$ cat src/hdl/dqa_pkg.sv
// ----------------------------------------------------------------------------
// dqa_pkg
// Shared constants and types for the dotted-quad address checker.
// ----------------------------------------------------------------------------
package dqa_pkg;

    localparam int MAX_FIELD_CHARS = 63;
    localparam int CNT_W           = $clog2(MAX_FIELD_CHARS + 1);

    localparam logic [8:0] SEG_LIMIT     = 9'd255;
    localparam logic [8:0] SEG_SATURATED = 9'd256;
    localparam logic [2:0] DOTS_NEEDED   = 3'd3;
    localparam logic [2:0] DOT_CAP       = 3'd4;

    localparam logic [7:0] CHAR_NUL   = 8'h00;
    localparam logic [7:0] CHAR_SPACE = 8'h20;
    localparam logic [7:0] CHAR_DOT   = 8'h2E;
    localparam logic [7:0] CHAR_ZERO  = 8'h30;
    localparam logic [7:0] CHAR_NINE  = 8'h39;

    // register word index
    localparam logic REG_ALLOW_BLANK = 1'b0;

    // one character request handed to the field tracker
    typedef struct packed {
        logic       fire;
        logic [7:0] ch;
        logic       present;
        logic       last;
    } step_t;

    // per-field parse state
    typedef struct packed {
        logic [8:0]       seg;
        logic             has_digit;
        logic [2:0]       dots;
        logic             fmt_err;
        logic             trailing;
        logic             terminated;
        logic             only_spaces;
        logic [CNT_W-1:0] count;
    } field_t;

    localparam field_t FIELD_RESET = '{
        seg:         9'd0,
        has_digit:   1'b0,
        dots:        3'd0,
        fmt_err:     1'b0,
        trailing:    1'b0,
        terminated:  1'b0,
        only_spaces: 1'b1,
        count:       '0
    };

endpackage

$ cat src/hdl/dqa_field.sv
// ----------------------------------------------------------------------------
// dqa_field
// Per-character parse state and the verdict for a field's last request.
// ----------------------------------------------------------------------------
module dqa_field
    import dqa_pkg::*;
(
    input  logic  clk,
    input  logic  rst_n,
    input  step_t step,
    input  logic  allow_blank,
    output logic  verdict
);

    field_t      state_reg;
    field_t      state_upd;
    field_t      state_next;
    logic        taken;
    logic [11:0] digit_sum;

    assign taken = step.fire && step.present && !state_reg.terminated
                   && (state_reg.count < CNT_W'(MAX_FIELD_CHARS));

    assign digit_sum = (12'(state_reg.seg) * 12'd10) + {8'd0, step.ch[3:0]};

    always_comb
    begin
        state_upd = state_reg;
        if (taken)
        begin
            state_upd.count = state_reg.count + CNT_W'(1);
            if (step.ch != CHAR_SPACE)
            begin
                state_upd.only_spaces = 1'b0;
            end
            priority if (step.ch == CHAR_NUL)
            begin
                state_upd.terminated = 1'b1;
            end
            else if (step.ch == CHAR_SPACE)
            begin
                state_upd.trailing = 1'b1;
            end
            else if (state_reg.trailing)
            begin
                state_upd.fmt_err = 1'b1;
            end
            else if (step.ch == CHAR_DOT)
            begin
                if (!state_reg.has_digit || (state_reg.seg > SEG_LIMIT)
                    || (state_reg.dots >= DOTS_NEEDED))
                begin
                    state_upd.fmt_err = 1'b1;
                end
                if (state_reg.dots < DOT_CAP)
                begin
                    state_upd.dots = state_reg.dots + 3'd1;
                end
                state_upd.seg       = 9'd0;
                state_upd.has_digit = 1'b0;
            end
            else if ((step.ch >= CHAR_ZERO) && (step.ch <= CHAR_NINE))
            begin
                // saturate so an oversized segment stays flagged
                state_upd.seg = (digit_sum > 12'(SEG_LIMIT)) ? SEG_SATURATED
                                                              : digit_sum[8:0];
                state_upd.has_digit = 1'b1;
            end
            else
            begin
                state_upd.fmt_err = 1'b1;
            end
        end
    end

    always_comb
    begin
        verdict = !state_upd.fmt_err && (state_upd.dots == DOTS_NEEDED)
                  && state_upd.has_digit && (state_upd.seg <= SEG_LIMIT);
        if (allow_blank && state_upd.only_spaces)
        begin
            verdict = 1'b1;
        end
    end

    // a verdict clears the field
    assign state_next = (step.fire && step.last) ? FIELD_RESET : state_upd;

    always_ff @(posedge clk or negedge rst_n)
    begin
        if (!rst_n)
        begin
            state_reg <= FIELD_RESET;
        end
        else
        begin
            state_reg <= state_next;
        end
    end

endmodule
$ cat config.mk
export PLATFORM = sky130hd
export DESIGN_NAME = dqa_field
export DESIGN_NICKNAME = d
export VERILOG_FILES = /design/src/hdl/dqa_pkg.sv /design/src/hdl/dqa_field.sv
export SDC_FILE = /design/constraint.sdc
export NUM_CORES = 1
export LEC_CHECK = 0
export BUFFER_PORTS_ARGS = -buffer_cell sky130_fd_sc_hd__buf_4
export CAP_MARGIN = 0
export CORE_AREA = 2 2 59 61
export DETAILED_ROUTE_END_ITERATION = 12
export DIE_AREA = 0 0 61 63
export PLACE_DENSITY = 0.78
export SYNTH_ARGS = -nofsm -noshare
export SYNTH_HDL_FRONTEND = slang
export SYNTH_SLANG_ARGS = --single-unit
$ cat constraint.sdc
create_clock -name clk -period 4.7 [get_ports clk]
set_input_delay 0.47 -clock clk [delete_from_list [all_inputs] [get_ports clk]]
set_output_delay 0.47 -clock clk [all_outputs]
set_load 0.05 [all_outputs]
# ---- Yosys cells after proc, flatten, opt, wreduce, memory -nomap -nowiden
# Cells that the tools add are included.
dict set report totals {
  reg_bits 23
  in_bits 14
  out_inout_bits 1
}
dict set report classes {
  muxes 18
  n_lt_le_gt_ge 8
  multipliers 1
  add_sub_neg 3
  reduce_logical 20
  eq_ne 5
}
# cell n
set ops {}
lappend ops {{$mux W23} 2}
lappend ops {{$mux W10} 2}
lappend ops {{$eq A8 B6 Y1 const B} 2}
lappend ops {{$mux W15} 1}
lappend ops {{$mux W14} 1}
lappend ops {{$mux W13} 1}
lappend ops {{$add A12 B4 Y12} 1}
lappend ops {{$gt A12 B8 Y1 const B} 1}
lappend ops {{$mul A9 B3 Y11 const B} 1}
lappend ops {{$gt A9 B8 Y1 const B} 1}
lappend ops {{$le A9 B8 Y1 const B} 1}
lappend ops {{$logic_and A1 B1 Y1} 9}
lappend ops {{$mux W9} 1}
lappend ops {{$ge A8 B6 Y1 const B} 1}
lappend ops {{$le A8 B6 Y1 const B} 1}
lappend ops {{$logic_not A8 Y1} 1}
lappend ops {{$mux W1} 8}
lappend ops {{$ne A8 B6 Y1 const B} 1}
lappend ops {{$add A6 B1 Y6 const B} 1}
lappend ops {{$lt A6 B6 Y1 const B} 1}
lappend ops {{$mux W3} 2}
lappend ops {{$reduce_bool A2 Y1} 3}
lappend ops {{$add A3 B1 Y3 const B} 1}
lappend ops {{$eq A3 B2 Y1 const B} 1}
lappend ops {{other kinds (7)} 10}

# ---- Logic depth before layout (Yosys ltp)
# Gate-level depths: netlist of run 1.
dict set report logic_depth {
  ltp_word 15
  depth_mapped 12
  ltp_nobuf 12
}

# ---- Worst setup path after synthesis of run 1
# OpenSTA, ideal clock, no wires.
dict set report synth_path {
  path_type {flip-flop to output port}
  from {register state_reg[15] (netlist bit)}
  to {output port verdict}
  path_slack_ps 836
  n_path_buf 0
  stages_incl_launch_ff 13
  t_required_ps 4230
  arrival_ps 3394
  cell_sequence {dfrtp_1 ha_1 ha_1 inv_1 fa_1 and2b_1 nand2_2 nor4_4 nand4b_1 a211o_1 and2_2 o21ai_0 a32o_1}
}
dict set report synth_between {
  elab_chain_cells 14
}
# item line_no
set synth_lines {}
lappend synth_lines {{from (decl)} dqa_field.sv:15} ;# field_t state_reg;
lappend synth_lines {{from (signal assigned)} dqa_field.sv:97} ;# state_reg <= state_next;
lappend synth_lines {{parallel branches: the longest is 8 deep, another holds $add A12 B4 Y12} -}
lappend synth_lines {{$mux W23 (*)} dqa_field.sv:29} ;# if (taken)
lappend synth_lines {{parallel branches: the longest is 3 deep, another holds $le A9 B8 Y1} -}
lappend synth_lines {{$logic_and A1 B1 Y1 (*)} dqa_field.sv:79} ;# && state_upd.has_digit && (state_upd.seg <= SEG_LIMIT);
lappend synth_lines {{$mux W1 (*)} dqa_field.sv:80} ;# if (allow_blank && state_upd.only_spaces)
lappend synth_lines {{to (decl)} dqa_field.sv:12} ;# output logic verdict
# Every way passes the cells marked *. The select of a mux whose other input is x is not followed.

# ---- Final worst setup path of run 1
# Ends and elaborated chain as after synthesis.

==> results.ini, run 1 <==
[status]
status = finished, final reports clean

[place]
dpl_cell_area_sq_mm = 0.002021
dpl.hpwl_um = 2948
dp.cells = 263
gp_congestion = 0.8287
io_buffers = 14

[setup_path]
r2r-start = state_reg[15]$_DFF_PN0_
critPathMostFrequentCell = ha_1
crit_fanout = 5
worstSetupStartpointType = flip-flop
r2r_slack_ns = 1.10
critPathKind = reg2out
critPathBufInv = 2
cp.arrival_ns = 3.83
r2r_cells = 12
crit_chain = ha_1 -> ha_1 -> inv_1 -> fa_1 -> and2b_1 -> nand2_2 -> nor4_4 -> nand4b_1 -> a211o_1 -> and2_2 -> o21ai_0 -> a32o_1 -> buf_4
regToRegEndpoint = state_reg[15]$_DFF_PN0_
path_delay_family = adder cells
max_stage_delay_ns = 0.46
required_ns = 4.23
end_kind = primary output
cpMaxStageDelayCell = dfrtp_1

[logic_synthesis]
synthArstFlopShare_pct = 100.0
syn_area_sq_mm = 0.001869
synth_top_cell_by_area = dfrtp_1
synth_nets = 241
synthCells = 206
synth_common_cells = 28 x nor2_1, 22 x dfrtp_1, 19 x ha_1, 15 x nand2_1, 12 x a21oi_1
avgSynthCellArea_sq_um = 9.074
ys.flop_type = dfrtp_1
yosysMostFrequentCell = nor2_1
synth-seq-cells = 23
yosys_warnings = 0
synth-edff-count = 0
seq_area_frac_synth_pct = 30.86
synthDistinctLibCells = 56
netlist.area_leader.share_pct = 29.45
synth_area_leaders = dfrtp_1 29%, ha_1 13%, nor2_1 5.6%

[timing]
whs_ns = 0.01526
fin_crit_sh_pct = 91.55
layout_min_cycle_time_ns = 4.303
fin_setup_tns_ns = 0
slew_violations = 0
setup_violations = 0
fmax_mhz = 232.4
relSlewSlack_pct = 60.85
skew_ns = 0.003169
rsz0062_at_grt = false
worst_slew_pin_slew_ns = 0.5872
hold_viol = 0

[power]
p_leak_nw = 0.9457
max-vdd-ir-drop_v = 0.0002269
p_per_area_mw_per_mm2 = 260.0

[global_routing]
grt_overflow = 0
grtUsageTotal_pct = 23.82
grt_start_max_net_pins = 24
antenna_found_initial = 0
grt_pass1_vias = 1624
grt_pass1_wl_um = 7051

[final_layout]
largest_reg_flops = 23
layoutNonFillerInstCount = 267
antennaDiodeCount = 0
syn_to_final_growth_pct = 9.571
nets = 257
stdcell_area_sq_mm = 0.002048
drive_above_1_share_pct = 14.93

[flow_run]
drv_cap = 0

[clock_tree]
insertion_delay_ns = 0.32
clk_pin_slew_worst_paths_ns = 0.13
clockRootBuffer = clkbuf_4
cts_num_sinks = 23
numCtsBuffers = 3
tritoncts = done
holdBufCountCts = 0
post_cts_buffers = 0
clockBufferDepth = 2
htreeDepth = 1
post_cts_resized = 0

[floorplanning]
fp.dieH_um = 63
start_util_pct = 57.84
dieWidth_um = 61
pin_count = 15
fp.dieArea_sq_mm = 0.003843
core_area_sq_mm = 0.003232
fp-row-count = 21

[routing]
num_vias = 1572
drc = 0
routed_wl_um = 3792
drtPass1Iterations = 4
wl_per_cell_um = 14.20
antenna_left = 0
viasPerCell = 5.888
drt-initial-drc-count = 71

[hold_path]
hp-class = in2async

## layout make-up
type                            instances  area [sq um]
Multi-Input combinational cell        170          1244
Fill cell                             278          1184
Sequential cell                        23         576.8
Clock inverter                          1         5.005
Timing Repair Buffer                   14         105.1
Clock buffer                            3         22.52
Inverter                               10         37.54
Tap cell                               46         57.56
## stage by stage
stage | utilization (%) | total power [mW] | worst slack [ns]
after floorplan | - | 0.3916 | 0.8363
after global placement | 62.52 | 0.4378 | 0.8296
after detailed placement | 62.52 | 0.4412 | 0.7663
after CTS | 63.38 | 0.5379 | 0.3830
after global routing | 63.38 | 0.5733 | 0.1510
final | 63.38 | 0.5325 | 0.3972
## logic make-up (layout without fill, tap and decap cells)
kind of cell             Yosys count  after routing  share of synthesized area (%)
flip-flops                        23             23                          30.86
adder cells (fa/ha/maj)           21             21                          14.86
AND/OR/NAND/NOR                   81             81                          23.02
XOR/XNOR                          13             13                          6.895
AO/OA/AOI/OAI                     53             53                          20.68
multiplexers                       2              2                          1.071
buffers and inverters             13             28                          2.611
## placed cells by master, fill, tap and decap left out, drive strengths merged, types with 6 or more instances in the layout
cell type and count:
a21oi 13, buf 14, dfrtp 22, ha 19, inv 10, nand2 16
nand3 6, nor2 28, o21ai 8, o22ai 6, xnor2 7, xor2 6
## worst register-to-register path, stage by stage (launching register included)
cell and delay [ns]:
dfrtp_1 0.46, ha_1 0.32, ha_1 0.23, inv_1 0.08, fa_1 0.43, and2b_1 0.23
nand2_2 0.08, nor4_4 0.31, nand4b_1 0.14, a211o_1 0.36, a2111oi_4 0.56, o22ai_1 0.17
a21oi_1 0.17
## worst max path at each step
| stage | startpoint | cells past startpoint | endpoint |
|---|---|---|---|
| final | state_reg[15]$_DFF_PN0_ | 13 | verdict |
| after global routing | state_reg[15]$_DFF_PN0_ | 13 | verdict |
| after CTS | state_reg[15]$_DFF_PN0_ | 13 | verdict |
| after detailed placement | state_reg[15]$_DFF_PN0_ | 13 | verdict |
| after global placement | state_reg[15]$_DFF_PN0_ | 13 | verdict |
| after floorplan | state_reg[15]$_DFF_PN0_ | 12 | verdict |
## power by group
part	internal, mW	switching [mW]
logic	0.0923	0.113
registers	0.214	0.0180
clock network	0.0319	0.0631
total	0.338	0.194
## metal layers
| layer | wire length [um] | up-vias | global-route usage (%) |
|---|---|---|---|
| li1 | - | 789 | - |
| met1 | 1816 | 737 | 32.46 |
| met2 | 1769 | 40 | 38.58 |
| met3 | 153 | 6 | 3.727 |
| met4 | 53 | 0 | 6.522 |
| met5 | 0 | - | 0 |
Power figures use the tool's default switching activity.
==> inputs of run 2 (changes only) <==
Settings changed: ABC_AREA set to 1, CORE_AREA 2 2 59 61 to 2 2 63 65, DIE_AREA 0 0 61 63 to 0 0 65 67, PLACE_DENSITY 0.78 to 0.76.
==> run 2 against run 1 <==
Compared with the run above:
- maximum frequency grew 15%
- clock skew grew 0.0078 ns
- combinational power shrank 59%
- worst setup slack gained 0.58 ns
- largest power group unchanged
==> results.ini, run 2 <==
[power]
pwr-share-seq_pct = 50.0
max-vdd-ir-drop_v = 0.0001705
pwr-share-comb_pct = 20.3
p_leak_nw = 1.223
clkPwrFrac_pct = 29.7
p_per_area_mw_per_mm2 = 182.3
power_switching_mw = 0.1230
p_sw_share_pct = 29.40
p_int_mw = 0.2952

[clock_tree]
htreeDepth = 1
holdBufCountCts = 0
insertion_delay_ns = 0.27
clockBufferDepth = 2
post_cts_buffers = 0
post_cts_resized = 0
numCtsBuffers = 3
cts_num_sinks = 23
tritoncts = done
clk_pin_slew_worst_paths_ns = 0.09
clockRootBuffer = clkbuf_8

[timing]
worst_slew_pin_slew_ns = 0.7106
setup_ws_ns = 0.9735
layout_min_cycle_time_ns = 3.726
setup_violations = 0
slew_violations = 0
relSlewSlack_pct = 52.45
rsz0062_at_grt = false
fmax_mhz = 268.3
fin_setup_tns_ns = 0
hold_viol = 0
skew_ns = 0.01097
fin_crit_sh_pct = 79.29

[final_layout]
final_cell_mix = 86 x nand2_1, 37 x inv_1, 35 x nand3_1
largest_reg_flops = 23
nets = 365
syn_to_final_growth_pct = 9.107
fill_cells = 343
final_common_cell = nand2_1
seqCellArea_sq_um = 576.8
antennaDiodeCount = 0
multi_input_area_sq_mm = 0.001363
drive_above_1_share_pct = 12.16

[logic_synthesis]
synth_top_cell_by_area = dfrtp_1
synth-seq-cells = 23
yosysMostFrequentCell = nand2_1
netlist.area_leader.share_pct = 26.19
synth-edff-count = 0
synthCells = 314
synth_nets = 349
synth_common_cells = 86 x nand2_1, 37 x inv_1, 35 x nand3_1, 31 x nor2_1, 22 x dfrtp_1
synthDistinctLibCells = 31
synth_area_leaders = dfrtp_1 26%, nand2_1 15%, ha_1 11%
seq_area_frac_synth_pct = 27.44
avgSynthCellArea_sq_um = 6.694
ys.flop_type = dfrtp_1
synthArstFlopShare_pct = 100.0
syn_area_sq_mm = 0.002102
yosys_warnings = 0

[setup_path]
max_stage_delay_ns = 0.44
critPathMostFrequentCell = nand3_1
crit_chain = ha_1 -> ha_1 -> inv_1 -> fa_1 -> nor2_1 -> nand2_1 -> nor2_4 -> nand3_1 -> nand2_1 -> nand3_1 -> nor2_4 -> nand3_1 -> nand3_1 -> nand3_1 -> nand2_1 -> buf_4
required_ns = 4.23
cp.arrival_ns = 3.26
cpMaxStageDelayCell = dfrtp_1
worstSetupStartpointType = flip-flop
end_kind = primary output
critPathKind = reg2out
crit_fanout = 9

[routing]
routed_wl_um = 4571
num_vias = 1989
drc = 0
wl_per_cell_um = 12.12
drt-initial-drc-count = 109
drtPass1Iterations = 4
antenna_left = 0
viasPerCell = 5.276

[floorplanning]
fp.dieArea_sq_mm = 0.004355
core_area_sq_mm = 0.003606
fp.dieH_um = 67
dieWidth_um = 65
fp-row-count = 22
start_util_pct = 58.29
pin_count = 15

[place]
place_ws_ns = 1.275
dpl.hpwl_um = 3656
gp_congestion = 0.8002
io_buffers = 14

[global_routing]
grt_overflow = 0
grtUsageTotal_pct = 24.88
grt_pass1_vias = 1925
antenna_found_initial = 0
grt_start_max_net_pins = 24
grt_pass1_wl_um = 8349

[hold_path]
hp-class = in2async

[status]
status = finished, final reports clean

[flow_run]
drv_cap = 0

## run 2: cell types whose count changed after synthesis, sizes merged, moves of 5 or more
cell   delta
a21oi     +5
xnor2     -7
nand2    +80
o21ai    +10
nand3    +32
inv      +27
nor2      +7
o22ai     -5
## run 2: layer usage
layer	wire, um	vias up	global-route usage, %	part of all wire (%)
met2	2107	35	40.46	46
met5	0	-	0	0
met3	157	6	4.223	3.4
met4	72	0	8.511	1.6
met1	2235	892	33.40	49
li1	-	1056	-	-
## run 2: critical path: cells and delay by family, from the launching register on
family / cells / cell delay (ns)
adders and majority gates: 3 / 0.96
DFF: 1 / 0.44
buffers and inverters: 2 / 0.26
and+or+nand+nor: 11 / 1.33
## run 2: kinds of logic (layout without fill, tap and decap cells)
| kind of cell | count (synthesis) | in the layout | share of synthesized area (%) |
|---|---|---|---|
| DFF | 23 | 23 | 27.44 |
| xor gates and xnor gates | 3 | 3 | 1.250 |
| buffers and inverters | 41 | 56 | 7.737 |
| and+or+nand+nor | 185 | 185 | 40.06 |
| AOI/OAI and AO/OA | 41 | 41 | 10.30 |
| adders and majority gates | 21 | 21 | 13.21 |
## run 2: worst paths after layout
path                                         start                  endpoint  slack [ns]  cells past startpoint
max in group asynchronous                    rst_n    state_reg[6]$_DFF_PN1_        4.33                      1
hold reg to reg             state_reg[9]$_DFF_PN0_    state_reg[9]$_DFF_PN0_        0.53                      2
setup reg to reg           state_reg[15]$_DFF_PN0_   state_reg[21]$_DFF_PN0_        1.84                     15
setup / recovery           state_reg[15]$_DFF_PN0_                   verdict        0.97                     16
hold / removal                               rst_n  state_reg[1]$_DFFE_PN0P_        0.08                      1
min in group clk                           step[0]  state_reg[2]$_DFFE_PN0P_        0.52                      4
## run 2: cell type report
type	count	area share (%)
multi-input combinational	250	59.41
sequential	23	25.15
inverter	38	6.219
timing repair buffer	14	4.583
tap	48	2.619
clock buffer	3	1.800
clock inverter	1	0.2182
## run 2: per-stage QoR
step / area, sq um / cells / hold WS [ns] / utilization, % / power, mW
after CTS: 2293 / 377 / 0.08106 / 63.60 / 0.4222
after global routing: 2293 / 377 / 0.08987 / 63.60 / 0.4434
final: 2293 / 377 / 0.07602 / 63.60 / 0.4182
after floorplan: 2102 / 314 / 0.1744 / - / 0.2696
after global placement: 2247 / 373 / 0.3766 / 62.32 / 0.2964
after detailed placement: 2247 / 373 / 0.3830 / 62.32 / 0.2981
## run 2: power groups by stage
stage	combinational, mW	clock [mW]	sequential [mW]
2_1_floorplan	0.0580	0	0.212
3_3_place_gp	0.0835	0	0.213
3_5_place_dp	0.0849	0	0.213
4_1_cts	0.0851	0.128	0.209
5_1_grt	0.0981	0.135	0.210
6_report	0.0848	0.124	0.209
